### config.mk
export PLATFORM = sky130hd
export DESIGN_NAME = json_string_unescape_utf8
export DESIGN_NICKNAME = d
export VERILOG_FILES = /design/src/sv/jsu_pkg.sv /design/src/sv/jsu_decode.sv /design/src/sv/jsu_out_buf.sv /design/src/sv/json_string_unescape_utf8.sv
export SDC_FILE = /design/constraint.sdc
export NUM_CORES = 1
export LEC_CHECK = 0
export ABC_AREA = 1
export BUFFER_PORTS_ARGS = -buffer_cell sky130_fd_sc_hd__buf_4
export CAP_MARGIN = 20
export CORE_UTILIZATION = 40
export CTS_BUF_LIST = sky130_fd_sc_hd__clkbuf_4
export DETAILED_ROUTE_END_ITERATION = 10
export PLACE_DENSITY = 0.62
export SYNTH_ARGS = -nofsm -noshare
export SYNTH_HDL_FRONTEND = slang
export SYNTH_HIERARCHICAL = 1
export SYNTH_SLANG_ARGS = --single-unit
### constraint.sdc
create_clock -name clk -period 2.2 [get_ports clk]
set_clock_uncertainty 0.05 [all_clocks]
set_input_delay 0.66 -clock clk [delete_from_list [all_inputs] [get_ports clk]]
set_output_delay 0.66 -clock clk [all_outputs]
set_load 0.03 [all_outputs]
### src/sv/jsu_pkg.sv
// Package: types, character codes and helpers for the JSON string unescaper.
`default_nettype none

package jsu_pkg;

  typedef enum logic [1:0] {
    PH_IDLE = 2'd0,
    PH_STR  = 2'd1,
    PH_ESC  = 2'd2,
    PH_HEX  = 2'd3
  } jsu_phase_t;

  typedef enum logic [2:0] {
    ST_DATA    = 3'd0,
    ST_DONE    = 3'd1,
    ST_NOQUOTE = 3'd2,
    ST_BADESC  = 3'd3,
    ST_BADHEX  = 3'd4,
    ST_SURR    = 3'd5,
    ST_UNTERM  = 3'd6
  } jsu_status_t;

  localparam logic [7:0] CH_QUOTE  = 8'h22;
  localparam logic [7:0] CH_BSLASH = 8'h5C;
  localparam logic [7:0] CH_SLASH  = 8'h2F;
  localparam logic [7:0] CH_LC_B   = 8'h62;
  localparam logic [7:0] CH_LC_F   = 8'h66;
  localparam logic [7:0] CH_LC_N   = 8'h6E;
  localparam logic [7:0] CH_LC_R   = 8'h72;
  localparam logic [7:0] CH_LC_T   = 8'h74;
  localparam logic [7:0] CH_LC_U   = 8'h75;
  localparam logic [7:0] CH_BS     = 8'h08;
  localparam logic [7:0] CH_FF     = 8'h0C;
  localparam logic [7:0] CH_LF     = 8'h0A;
  localparam logic [7:0] CH_CR     = 8'h0D;
  localparam logic [7:0] CH_TAB    = 8'h09;

  localparam int MAX_RES = 3;

  // Up to three result bytes of one request, bytes[0] goes out first.
  typedef struct packed {
    logic [1:0]                cnt;
    jsu_status_t               status;
    logic [MAX_RES-1:0][7:0]   bytes;
  } jsu_result_t;

  // {valid, nibble} for one ASCII hex digit.
  function automatic logic [4:0] hex_val(input logic [7:0] b);
    logic [4:0] r;
    r = 5'd0;
    if (b >= 8'h30 && b <= 8'h39) begin
      r = {1'b1, 4'(b - 8'h30)};
    end else if (b >= 8'h61 && b <= 8'h66) begin
      r = {1'b1, 4'(b - 8'h57)};
    end else if (b >= 8'h41 && b <= 8'h46) begin
      r = {1'b1, 4'(b - 8'h37)};
    end
    return r;
  endfunction

endpackage

`default_nettype wire

### src/sv/jsu_decode.sv
// Decoder: escape state registers and the per-byte decode into up to three results.
`default_nettype none

module jsu_decode
  import jsu_pkg::*;
(
  input  wire logic        clk,
  input  wire logic        rst_n,
  input  wire logic        take,
  input  wire logic [7:0]  byte_i,
  input  wire logic        eos_i,
  output jsu_result_t      res
);

  jsu_phase_t  phase_r, phase_nxt;
  logic [1:0]  hex_cnt_r, hex_cnt_nxt;
  logic [11:0] part_r, part_nxt;

  logic        fin;
  jsu_status_t fin_status;
  logic [4:0]  hv;
  logic [15:0] cp;

  always_comb begin
    phase_nxt   = phase_r;
    hex_cnt_nxt = hex_cnt_r;
    part_nxt    = part_r;
    fin         = 1'b0;
    fin_status  = ST_DONE;
    res.cnt     = 2'd1;
    res.status  = ST_DATA;
    res.bytes   = '0;
    hv          = hex_val(byte_i);
    cp          = {part_r, hv[3:0]};

    case (phase_r)
      PH_IDLE: begin
        if (!eos_i && byte_i == CH_QUOTE) begin
          phase_nxt = PH_STR;
          res.cnt   = 2'd0;
        end else begin
          fin        = 1'b1;
          fin_status = ST_NOQUOTE;
        end
      end
      PH_STR: begin
        if (eos_i) begin
          fin        = 1'b1;
          fin_status = ST_UNTERM;
        end else if (byte_i == CH_QUOTE) begin
          fin        = 1'b1;
          fin_status = ST_DONE;
        end else if (byte_i == CH_BSLASH) begin
          phase_nxt = PH_ESC;
          res.cnt   = 2'd0;
        end else begin
          res.bytes[0] = byte_i;
        end
      end
      PH_ESC: begin
        if (eos_i) begin
          fin        = 1'b1;
          fin_status = ST_UNTERM;
        end else begin
          phase_nxt = PH_STR;
          case (byte_i)
            CH_QUOTE:  res.bytes[0] = CH_QUOTE;
            CH_BSLASH: res.bytes[0] = CH_BSLASH;
            CH_SLASH:  res.bytes[0] = CH_SLASH;
            CH_LC_B:   res.bytes[0] = CH_BS;
            CH_LC_F:   res.bytes[0] = CH_FF;
            CH_LC_N:   res.bytes[0] = CH_LF;
            CH_LC_R:   res.bytes[0] = CH_CR;
            CH_LC_T:   res.bytes[0] = CH_TAB;
            CH_LC_U: begin
              phase_nxt   = PH_HEX;
              hex_cnt_nxt = 2'd0;
              part_nxt    = 12'd0;
              res.cnt     = 2'd0;
            end
            default: begin
              fin        = 1'b1;
              fin_status = ST_BADESC;
            end
          endcase
        end
      end
      PH_HEX: begin
        if (eos_i) begin
          fin        = 1'b1;
          fin_status = ST_UNTERM;
        end else if (!hv[4]) begin
          fin        = 1'b1;
          fin_status = ST_BADHEX;
        end else if (hex_cnt_r != 2'd3) begin
          part_nxt    = {part_r[7:0], hv[3:0]};
          hex_cnt_nxt = hex_cnt_r + 2'd1;
          res.cnt     = 2'd0;
        end else begin
          hex_cnt_nxt = 2'd0;
          part_nxt    = 12'd0;
          if (cp[15:11] == 5'b11011) begin
            fin        = 1'b1;
            fin_status = ST_SURR;
          end else begin
            phase_nxt = PH_STR;
            if (cp[15:7] == 9'd0) begin
              res.bytes[0] = cp[7:0];
            end else if (cp[15:11] == 5'd0) begin
              res.cnt      = 2'd2;
              res.bytes[0] = {3'b110, cp[10:6]};
              res.bytes[1] = {2'b10, cp[5:0]};
            end else begin
              res.cnt      = 2'd3;
              res.bytes[0] = {4'b1110, cp[15:12]};
              res.bytes[1] = {2'b10, cp[11:6]};
              res.bytes[2] = {2'b10, cp[5:0]};
            end
          end
        end
      end
      default: begin
        phase_nxt = PH_IDLE;
      end
    endcase

    // done and every error: single zero-byte result, back to idle
    if (fin) begin
      res.cnt     = 2'd1;
      res.status  = fin_status;
      res.bytes   = '0;
      phase_nxt   = PH_IDLE;
      hex_cnt_nxt = 2'd0;
      part_nxt    = 12'd0;
    end
  end

  always_ff @(posedge clk) begin
    if (!rst_n) begin
      phase_r   <= PH_IDLE;
      hex_cnt_r <= 2'd0;
      part_r    <= 12'd0;
    end else if (take) begin
      phase_r   <= phase_nxt;
      hex_cnt_r <= hex_cnt_nxt;
      part_r    <= part_nxt;
    end
  end

endmodule

`default_nettype wire

### src/sv/jsu_out_buf.sv
// Result register: holds the results of one request and shifts them out one per cycle while out_stall is low.
`default_nettype none

module jsu_out_buf
  import jsu_pkg::*;
(
  input  wire logic        clk,
  input  wire logic        rst_n,
  input  wire logic        load,
  input  wire jsu_result_t res,
  output logic             free,
  output logic             out_valid,
  input  wire logic        out_stall,
  output logic [7:0]       out_byte,
  output logic [2:0]       out_status,
  output logic             out_last
);

  logic [1:0]              cnt_r, cnt_nxt;
  logic [MAX_RES-1:0][7:0] bytes_r, bytes_nxt;
  jsu_status_t             status_r, status_nxt;
  logic                    fire;

  assign out_valid  = (cnt_r != 2'd0);
  assign out_byte   = bytes_r[0];
  assign out_status = status_r;
  assign out_last   = (cnt_r == 2'd1);
  assign fire       = out_valid && !out_stall;
  assign free       = !out_valid || (fire && out_last);

  always_comb begin
    cnt_nxt    = cnt_r;
    bytes_nxt  = bytes_r;
    status_nxt = status_r;
    if (load) begin
      cnt_nxt    = res.cnt;
      bytes_nxt  = res.bytes;
      status_nxt = res.status;
    end else if (fire) begin
      // advance to the next byte of a multi-byte sequence
      cnt_nxt   = cnt_r - 2'd1;
      bytes_nxt = {8'h00, bytes_r[MAX_RES-1:1]};
    end
  end

  always_ff @(posedge clk) begin
    if (!rst_n) begin
      cnt_r <= 2'd0;
    end else begin
      cnt_r <= cnt_nxt;
    end
  end

  always_ff @(posedge clk) begin
    bytes_r  <= bytes_nxt;
    status_r <= status_nxt;
  end

endmodule

`default_nettype wire

### src/sv/json_string_unescape_utf8.sv
// Top level: JSON string unescaper with UTF-8 output of \u escapes.
//
//  channel  direction  handshake           payload
//  in_      input      in_valid/in_stall   in_byte, in_end_of_source
//  out_     output     out_valid/out_stall out_byte, out_status, out_last
//
// One request per cycle when each request yields at most one result and the output does not stall.
// A completed \u escape above 007F yields two or three bytes; the input holds
// (in_stall) while they drain, one per cycle unless out_stall holds them.
// Path: input register, then decode into the result register.
// rst_n is synchronous; it clears the escape state and empties both registers.
// An output stall holds the result register and, once the input register is
// full, backs up to in_stall.
`default_nettype none

module json_string_unescape_utf8
  import jsu_pkg::*;
(
  input  wire logic        clk,
  input  wire logic        rst_n,
  input  wire logic        in_valid,
  output logic             in_stall,
  input  wire logic [7:0]  in_byte,
  input  wire logic        in_end_of_source,
  output logic             out_valid,
  input  wire logic        out_stall,
  output logic [7:0]       out_byte,
  output logic [2:0]       out_status,
  output logic             out_last
);

  logic        a_valid_r;
  logic [7:0]  a_byte_r;
  logic        a_eos_r;
  logic        a_take;
  logic        ob_free;
  logic        in_fire;
  jsu_result_t res;

  assign a_take   = a_valid_r && ob_free;
  assign in_stall = a_valid_r && !ob_free;
  assign in_fire  = in_valid && !in_stall;

  always_ff @(posedge clk) begin
    if (!rst_n) begin
      a_valid_r <= 1'b0;
    end else if (in_fire) begin
      a_valid_r <= 1'b1;
    end else if (a_take) begin
      a_valid_r <= 1'b0;
    end
  end

  always_ff @(posedge clk) begin
    if (in_fire) begin
      a_byte_r <= in_byte;
      a_eos_r  <= in_end_of_source;
    end
  end

  jsu_decode u_decode (
    .clk    (clk),
    .rst_n  (rst_n),
    .take   (a_take),
    .byte_i (a_byte_r),
    .eos_i  (a_eos_r),
    .res    (res)
  );

  jsu_out_buf u_out_buf (
    .clk        (clk),
    .rst_n      (rst_n),
    .load       (a_take),
    .res        (res),
    .free       (ob_free),
    .out_valid  (out_valid),
    .out_stall  (out_stall),
    .out_byte   (out_byte),
    .out_status (out_status),
    .out_last   (out_last)
  );

  a_single_status: assert property (@(posedge clk) disable iff (!rst_n)
    out_valid && out_status != ST_DATA |-> out_last && out_byte == 8'h00)
    else $error("done or error result not a single zero byte");

  a_seq_continues: assert property (@(posedge clk) disable iff (!rst_n)
    out_valid && !out_stall && !out_last |=> out_valid && out_status == ST_DATA)
    else $error("multi-byte sequence broken");

  a_stall_cause: assert property (@(posedge clk) disable iff (!rst_n)
    in_stall |-> out_valid && !(out_last && !out_stall))
    else $error("input held without a pending result");

  a_lead_byte: assert property (@(posedge clk) disable iff (!rst_n)
    out_valid && !out_stall && !out_last |=> out_byte[7:6] == 2'b10)
    else $error("continuation byte malformed");

endmodule

`default_nettype wire

* Word level (Yosys, flattened, before mapping)
Index checks and enable logic that the tools add are counted.
** Operators by class
- Bitwise operators :: 0
- $mul :: 0
- Shift-type cells :: 0
- Eq/ne operators :: 25
- $lt $le $gt $ge :: 6
- Reductions and logical operators :: 25
- Divide/modulo/power cells :: 0
- Mux-type cells :: 83
- Add/sub/neg operators :: 5
** Operators by type and width (number)
- 2-to-1 mux 24 bit :: 6
- 2-to-1 mux 12 bit :: 6
- 2-to-1 mux 2 bit :: 29
- equality test 8 x 7 -> 1 bit, second input constant :: 7
- case mux 7 bit (8 select lines) :: 1
- 2-to-1 mux 8 bit :: 6
- 2-to-1 mux 16 bit :: 2
- 2-to-1 mux 29 bit :: 1
- case mux 12 bit (2 select lines) :: 1
- case mux 8 bit (3 select lines) :: 1
- 2-to-1 mux 3 bit :: 6
- inequality test 3 x 2 -> 1 bit, second input constant :: 6
- equality test 8 x 6 -> 1 bit, second input constant :: 2
- greater-or-equal comparator 8 x 7 -> 1 bit, second input constant :: 2
- <= comparator 8 x 7 -> 1 bit, second input constant :: 2
- case mux 2 bit (4 select lines) :: 2
- 2-to-1 mux 1 bit :: 15
- 2-to-1 mux 5 bit :: 3
- 2-to-1 mux 14 bit :: 1
- inequality test 3 x 1 -> 1 bit, second input constant :: 4
- case mux 3 bit (4 select lines) :: 1
- AND reduction 10 bit :: 1
- logical AND 1 bit :: 9
- logical NOT 9 bit :: 1
- other kinds (20) :: 29
** Word-level totals
- Latch bits :: 0
- Memories :: 0
- Bits in writable memories :: 0
- Word-level logic and storage cells :: 155
- Output and inout bits :: 14
- Memory bits (read-only) :: 0
- Flip-flop bits (word level) :: 55

* Longest topological paths before layout
Gate-level depths: netlist (run 1).
- Word-level depth :: 14
- Mapped depth :: 19

* Modules after synthesis
The synthesis (run 1) kept the hierarchy.
** Modules (own cells, without submodules)
- jsu_decode :: cells each 373, area each 2110.8 um^2, instances 1
- jsu_out_buf :: cells each 130, area each 1321.3 um^2, instances 1
- json_string_unescape_utf8 :: cells each 19, area each 330.3 um^2, instances 1

* Worst setup path before layout (run 1)
Ideal clock, no wire load.
- Path type :: flip-flop to flip-flop
- Start :: reg a_byte_r[0]
- End :: reg u_out_buf/bytes_r[12] (netlist bit), data pin
- Arrival :: 1.940 ns
- Cell stages (with the launch flop) :: 17
- Path slack :: 0.080 ns
- Period minus slack after synthesis :: 2.120 ns
- Path through :: edfxtp_1 > inv_1 > ha_1 > inv_1 > nand2_1 > nand2_1 > nand2_1 > nand2_4 > nand2_4 > nand2_4 > nand2_4 > nand3_4 > inv_1 > nand2_1 > a211oi_1 > nand2_1 > nand2_1
** RTL lines
- from (decl) :: line json_string_unescape_utf8.sv:33 : logic [7:0] a_byte_r;
- from (signal assigned) :: line json_string_unescape_utf8.sv:56 : a_byte_r <= in_byte;
- to (signal assigned) :: line jsu_out_buf.sv:55 : bytes_r <= bytes_nxt;
- to (decl) :: line jsu_out_buf.sv:20 : logic [MAX_RES-1:0][7:0] bytes_r, bytes_nxt;

* Worst setup path in the final report (run 1)
- Start :: reg a_byte_r[0]
- End :: reg u_decode.part_r[1]
** Between the ends
- Cells in the longest elaborated chain, start to end :: 10
- Elaborated cells on any way between the ends :: 45
- Classes of those cells :: add/sub: 3; order compare: 6; eq/ne: 13; mux: 16; reduce/logical: 7
** RTL lines
- greater-or-equal comparator 8 x 7 -> 1 bit or <= comparator 8 x 7 -> 1 bit (tied branches) :: line jsu_pkg.sv:55 : end else if (b >= 8'h41 && b <= 8'h46) begin
- logical AND 1 bit :: line jsu_pkg.sv:55
- 2-to-1 mux 5 bit :: line jsu_pkg.sv:55
- 2-to-1 mux 5 bit :: line jsu_pkg.sv:53 : end else if (b >= 8'h61 && b <= 8'h66) begin
- 2-to-1 mux 5 bit :: line jsu_pkg.sv:51 : if (b >= 8'h30 && b <= 8'h39) begin
- 2-to-1 mux 1 bit or 2-to-1 mux 12 bit (tied branches) :: line jsu_decode.sv:92, jsu_decode.sv:95
- 2-to-1 mux 1 bit or 2-to-1 mux 12 bit (tied branches) :: line jsu_decode.sv:89, jsu_decode.sv:92
- case mux 1 bit (4 select lines) or 2-to-1 mux 12 bit (tied branches) :: line jsu_decode.sv:36, jsu_decode.sv:89
- inequality test 3 x 1 -> 1 bit (no line), or another cell as far along
- AND reduction 6 bit (no line) or 2-to-1 mux 12 bit (tied branches)
- to (signal assigned) :: line jsu_decode.sv:146 : part_r <= part_nxt;
- to (decl) :: line jsu_decode.sv:17 : logic [11:0] part_r, part_nxt;
Several ways; a longest one is shown, not always the timed one. The select of a mux whose other input is x is not followed.
A chain may end at the register's enable or synchronous reset.

==> parameters.txt, run 1 <==
Parameter                              Value

Timing
  Smallest setup slack after layout    0.00856 ns
  Final Critical Period    2.19 ns
  Number of hold-slack violations in the final timing report    0
  Final setup violation count    0
  Share of the cycle needed by the critical path after routing    99.6%
  Unrepaired setup endpoints after global routing    yes
  Slew margin rel.    51.6%
  Worst Tran Pin Value    just over 0.7 ns
  Count of final max-slew check failures    0
  F_max    456 MHz

Synth
  Portion of the post-synthesis area used by sequential elements    38.8%
  Count of unique library cells instantiated by Yosys    33
  Post-synthesis share of cell area spent on full adders, half adders and majority gates    approximately 4.3%
  Post-Synthesis Mean Instance Area    7.21 um2
  Dominant combinational cell family by area after synthesis    simple AND/OR/NAND/NOR gates
  Compound-gate portion of the synthesized area    8.88%
  Area share of xor/xnor cells in the synthesized design    less than 1%
  Synthesized netlist cell count    522
  Number of warnings reported in the yosys synthesis log    6
  Share of synthesized area spent on multiplexers    0%
  Synthesized flop and latch total    between 50 and 60
  Syn Std Cell Area    3760 um2
  Post-synthesis simple-gate area fraction    a little over a third

Routing
  Routed via count divided by cell count    approximately 5.1
  Routed WL per cell    14.1 um
  Post-Route WL    9780 um
  Post-detailed-route count of antenna-violating nets    0
  Total iterations of the first detailed-routing run    5
  Via Count    3568
  DRC violation count after routing    0
  Number of design-rule violations left by the first detailed-router iteration    about 210

Worst setup path
  Critical Path AT    2.47 ns
  Type of element launching the critical path    register
  Endpoint kind of the worst setup timing path    register
  Endpoint required time on the critical path    2.48 ns
  Worst-path fanout max    11
  Type of the setup path with the least slack    register to register

Placed design
  Cell count after placement    666
  Post-Place Worst Slack    -0.193 ns
  Placed wire-length estimate    between 6000 and 7000 um
  RD Place Congestion    0.873
  Number of buffer cells added on primary ports    26

Clock network
  Worst-skew pair later-pin latency    0.41 ns
  Hold-fix buffers at CTS    0
  CTS Sinks    between 50 and 60
  Reg clk slew, reported paths    0.20 ns
  Clock tree from TritonCTS    built
  Count of H-tree levels built during CTS    2
  Maximum number of buffers from clock root to sink    2
  Root cell of the clock tree    clkbuf_4
  Total CTS buffers    5

Cells and area
  Layout filler cell count    slightly below 900
  Inserted Diodes    0
  Utilization of the core after routing    52.4%
  Final net count    approximately 610
  Area overhead of the layout relative to synthesis    28.2%
  Final non-filler cell total    695
  Share of layout cells above drive strength 1    31.8%

Floorplanning
  Die height    99.0 um
  Number of top-level pins    27
  Row count    35
  Die area    just under 10000 um2
  Initial Utilization    40.9%
  DIE WIDTH    99.0 um
  Area of the core    9200 um2

GRT
  Global-route wire length before repair    15100 um
  Total grt overflow    0
  Combined global-route utilization of all metal layers    19.5%
  Maximum number of pins on one net before global-route repair    27
  Via count of the first global-routing pass    3092
  Initial antenna violation count    0

Pwr
  Power density over cell area    824 nW/um2
  Max VDD drop    0.287 mV
  Leakage dissipation    ~2.1 nW

Worst hold path
  Hold WC Path Type    primary input to register

Flow run
  Max capacitance violation total    0

Outcome
  Status    finished, final reports clean
layer usage:
layer	GRT usage, %	wire length [um]	vias up
met3	2.41	440	18
met2	31.4	4630	108
met1	26.8	4540	1662
li1	-	-	1780
met4	6.77	163	0
met5	0	0	-
cell families (layout without fill, tap and decap cells):
| group | after synthesis | after routing |
|---|---|---|
| simple gates | 297 | 297 |
| buf+inv | 96 | 157 |
| compound gates | 59 | 59 |
| flops | 55 | 55 |
| fa+ha+maj | 13 | 13 |
| other cells | 1 | 2 |
| xor+xnor | 1 | 1 |
flip-flops by register name, indices dropped and copies added (netlist names):
register	cells
a_byte_r	8
a_eos_r	1
a_valid_r	1
u_decode/hex_cnt_r	2
u_decode/part_r	12
u_decode/phase_r	2
u_out_buf/bytes_r	16
u_out_buf/cnt_r	2
u_out_buf/out_byte	8
u_out_buf/out_status	3
critical path: stages, from the launching register on:
cell	delay (ns)
edfxtp_1	0.49
inv_4	0.14
ha_4	0.15
nand2_2	0.06
nor2_4	0.13
nand2_1	0.09
nand3_2	0.11
nor2_4	0.05
nand2_2	0.09
nand3_4	0.13
nand2_8	0.14
nand2_8	0.09
clkbuf_16	0.20
a21oi_1	0.14
nor2_1	0.06
where the power goes:
group | total [mW] | internal, mW | leakage (nW) | switching [mW]
clock | 0.520 | 0.135 | 0.0333 | 0.385
combinational | 1.94 | 0.756 | 1.58 | 1.18
sequential | 1.51 | 1.39 | 0.506 | 0.121
layout by cell type, fill, tap and decap left out, types with 4 or more instances in the layout:
cell	count
nor2_4	6
a21oi_2	5
edfxtp_1	36
clkbuf_4	5
nor2_1	65
nand2_4	5
buf_4	69
buf_6	4
inv_1	54
nor3_1	5
inv_4	5
ha_1	5
inv_2	11
nand3_1	28
nor2_2	10
o21ai_1	4
o21ai_0	9
nand2_2	16
nand2_1	138
nand3_2	11
a21oi_1	21
ha_4	6
o21ai_2	4
o211ai_1	5
dfxtp_1	17
synth_stat cells (all sizes together):
cell type,number,share of area (%)
a311oi,1,0.23
nand4,2,0.33
nand2,162,18
nor4,2,0.50
ha,13,4.3
buf,20,4.3
conb,1,0.10
xor2,1,0.23
a211oi,4,0.80
inv,70,7.0
edfxtp,36,29
nor3,8,1.1
clkbuf,6,1.1
o211ai,5,1.0
a31oi,4,0.67
dfxtp,19,10
nand3,42,6.5
a21oi,27,3.6
o21ai,18,2.6
nor2,81,8.6
stage by stage:
stage | setup TNS (ns) | hold slack [ns] | cell area (um2) | power, mW
final | 0 | 0.356 | 4820 | 3.97
after global routing | -1.85 | 0.355 | 4820 | 4.19
after CTS | -0.00750 | 0.354 | 4340 | 3.69
after detailed placement | -2.62 | 0.428 | 4170 | 3.08
after floorplan | 0 | 0.402 | 3770 | 2.68
after global placement | -1.15 | 0.419 | 4170 | 3.07
cell type report:
cell class / count / area, um2 / share of cell area, %
Tap cell: 111 / 139 / 2.88
Timing Repair Buffer: 79 / 698 / 14.5
Clock buffer: 5 / 37.5 / 0.778
Inverter: 70 / 275 / 5.71
Clock inverter: 3 / 27.5 / 0.571
Multi-Input combinational cell: 372 / 2180 / 45.2
Sequential cell: 55 / 1460 / 30.4
what timing repair did:
item,CTS,global route
pin swaps,3,24
cloned,0,3
gates resized for setup,19,80
endpoints found under the setup margin,36,41
buffers inserted,6,13
path summary, 6_finish.rpt:
path	startpoint	to	slack (ns)	cells past startpoint
worst min register to register	u_decode/part_r[9]$_SDFFE_PN0P_	u_decode/part_r[9]$_SDFFE_PN0P_	0.46	2
worst max-delay path	a_byte_r[0]$_DFFE_PP_	u_decode/part_r[1]$_SDFFE_PN0P_	0.009	14
worst max register to register	a_byte_r[0]$_DFFE_PP_	u_decode/part_r[1]$_SDFFE_PN0P_	0.009	14
worst min-delay path	in_byte[4]	a_byte_r[4]$_DFFE_PP_	0.36	1
(Power assumes the default switching activity.)
==> inputs of run 2 (changes only) <==
Settings changed: RECOVER_POWER from default to 25, SYNTH_HIERARCHICAL 1 to default.
==> run 2 against run 1 <==
  * Sequential share of layout area is 3.3 points higher
  * Clock power is 8.7% lower
  * Via count is 13% lower
  * Power is 5.2% lower
  * Highest routed layer unchanged
==> parameters.txt, run 2 <==
Parameter                              Value

Clock network
  Total CTS buffers    5
  Count of H-tree levels built during CTS    2
  CTS Sinks    53
  Reg clk slew, reported paths    0.17 ns
  Worst-skew pair later-pin latency    a little under 0.4 ns
  Clock tree from TritonCTS    built
  Maximum number of buffers from clock root to sink    2
  Root cell of the clock tree    clkbuf_4
  Hold-fix buffers at CTS    0

GRT
  Combined global-route utilization of all metal layers    20.0%
  Via count of the first global-routing pass    2836
  Total grt overflow    0
  Maximum number of pins on one net before global-route repair    24
  Global-route wire length before repair    13900 um
  Initial antenna violation count    0

Timing
  Final Critical Period    between 2 and 2.5 ns
  F_max    463 MHz
  Final-layout worst hold slack    0.401 ns
  Worst Tran Pin Value    about 0.48 ns
  Share of the cycle needed by the critical path after routing    a little over nine tenths
  Final setup violation count    0
  Unrepaired setup endpoints after global routing    yes
  Sum of negative setup slack    0 ns
  Count of final max-slew check failures    0
  Slew margin rel.    68.1%
  Number of hold-slack violations in the final timing report    0

Cells and area
  Area overhead of the layout relative to synthesis    21.2%
  Final net count    510
  Highest-count cells in the layout ignoring fill and taps    nand2_1 (89), buf_4 (43), inv_1 (42)
  Layout filler cell count    approximately 800
  Share of layout cells above drive strength 1    30.9%
  Most common library cell in the layout ignoring fill and taps    nand2_1
  Inserted Diodes    0
  Largest register FFs    14
  Utilization of the core after routing    just over 50%
  Regs by FF count    u_out_buf.bytes_r (14), u_decode.part_r (12)
  Register with the most flip-flops    u_out_buf.bytes_r

Synth
  Synthesized net count    around 460
  Synthesized netlist cell count    439
  Most instantiated cells after synthesis    nand2_1 (92), inv_1 (48), nor2_1 (40)
  Synthesized flop and latch total    53
  Dominant cells by area after synthesis    edfxtp_1 (30%), dfxtp_1 (11%), nand2_1 (10%)
  Number of warnings reported in the yosys synthesis log    0
  Fraction of post-synthesis cell area in the top cell type by area    29.7%
  Compound-gate portion of the synthesized area    between 10% and 20%
  Post-Synthesis Mean Instance Area    approximately 8 um2
  Area share of xor/xnor cells in the synthesized design    0%
  Post-synth EDFFs    34
  Share of synthesized area spent on multiplexers    0%
  Post-synthesis share of cell area spent on full adders, half adders and majority gates    under 10%
  Portion of the post-synthesis area used by sequential elements    40.7%
  Leading area contributor after synthesis    edfxtp_1
  Fraction of registers with async set or reset after synthesis    0%
  Post-synthesis simple-gate area fraction    31.1%
  Count of unique library cells instantiated by Yosys    36
  Dominant combinational cell family by area after synthesis    simple AND/OR/NAND/NOR gates
  Syn Std Cell Area    between 3000 and 4000 um2
  Most instantiated flip-flop cell in the synthesis netlist    edfxtp_1
  Most common cell in the netlist    nand2_1

Worst setup path
  Endpoint required time on the critical path    roughly 1.5 ns
  Crit-path cells    inv_1, ha_4, a21oi_4, nand2_1, inv_2, buf_6
  CP delay by family, top    flip-flops
  Buf+Inv Stages, Crit Path    3
  Cell with the largest stage delay on the worst path    dfxtp_1
  Worst-path fanout max    2
  Type of element launching the critical path    register
  Endpoint kind of the worst setup timing path    primary output
  Critical Path AT    1.45 ns
  Delay of the slowest cell on the worst path    0.37 ns
  Type of the setup path with the least slack    register to primary output

Floorplanning
  Row count    33
  Area of the core    8260 um2
  DIE WIDTH    94.8 um
  Initial Utilization    about two fifths
  Number of top-level pins    27
  Die height    94.8 um
  Die area    8980 um2

Pwr
  Max VDD drop    0.289 mV
  Power density over cell area    903 nW/um2
  Leakage dissipation    ~1.7 nW

Routing
  Post-Route WL    8730 um
  Via Count    3105
  Routed via count divided by cell count    5.25
  Number of design-rule violations left by the first detailed-router iteration    approximately 250
  Routed WL per cell    14.8 um
  DRC violation count after routing    0
  Post-detailed-route count of antenna-violating nets    0
  Total iterations of the first detailed-routing run    5

Outcome
  Status    finished, final reports clean

Worst hold path
  Hold WC Path Type    primary input to register

Placed design
  Number of buffer cells added on primary ports    26
  RD Place Congestion    0.929
  Placed wire-length estimate    around 6300 um

Flow run
  Max capacitance violation total    0
## run 2: kinds of logic (layout without fill, tap and decap cells)
group,Yosys count,count (layout)
AO/OA/AOI/OAI,73,73
adder cells (fa/ha/maj),12,12
buffers and inverters,79,125
flip-flops,53,53
AND/OR/NAND/NOR,222,223
## run 2: what timing repair did
item                       4_1_cts  5_1_grt
setup buffers                    1       11
cloned                           0        1
resized for setup                6       54
pin swaps                        2       23
setup endpoints to repair       15       42
## run 2: worst paths after layout
| check | end | depth (start not counted) | start | slack, ns |
|---|---|---|---|---|
| hold / removal | a_byte_r[2]$_DFFE_PP_ | 1 | in_byte[2] | 0.40 |
| setup reg to reg | u_out_buf.bytes_r[21]$_SDFFCE_PP0P_ | 12 | a_byte_r[1]$_DFFE_PP_ | 0.06 |
| setup / recovery | in_stall | 6 | u_out_buf.cnt_r[1]$_SDFFE_PN0P_ | 0.04 |
| hold reg to reg | u_decode.part_r[0]$_SDFFE_PN0P_ | 2 | u_decode.part_r[0]$_SDFFE_PN0P_ | 0.43 |
## run 2: per-layer routing
layer,global-route usage [%],part of all wire (%)
met1,28.5,47
met2,32.3,48
met3,2.66,5.0
met5,0,0
met4,3.79,0.78
## run 2: worst reg2reg max path, delay by kind of cell (launching register included)
family / cells / cell delay [ns]
adders and majority gates: 1 / 0.19
buffers and inverters: 3 / 0.25
DFF: 1 / 0.46
and+or+nand+nor: 8 / 1.07
## run 2: stage by stage
stage	area (um2)	total power, mW	std cells	setup slack, ns
2_1_floorplan	3440	2.68	439	0.00177
3_3_place_gp	3800	3.05	570	0.0415
3_5_place_dp	3800	3.06	570	-0.00884
4_1_cts	3880	3.56	579	0.0000462
5_1_grt	4170	4.01	591	-0.103
6_report	4170	3.77	591	0.0418
## run 2: power breakdown
part           switching, mW  internal [mW]  leakage [nW]
combinational           1.13          0.644          1.16
sequential             0.103           1.41         0.484
clock                  0.344          0.131        0.0318
## run 2: area by class of cell
type | count | area (um2) | share of cell area [%]
clock buffers | 5 | 37.5 | 0.900
well taps | 105 | 131 | 3.15
repair buffers | 60 | 494 | 11.9
multi-input cells | 308 | 1860 | 44.5
clock inverters | 3 | 25.0 | 0.600
inverters | 57 | 220 | 5.28
flip-flops and latches | 53 | 1410 | 33.7
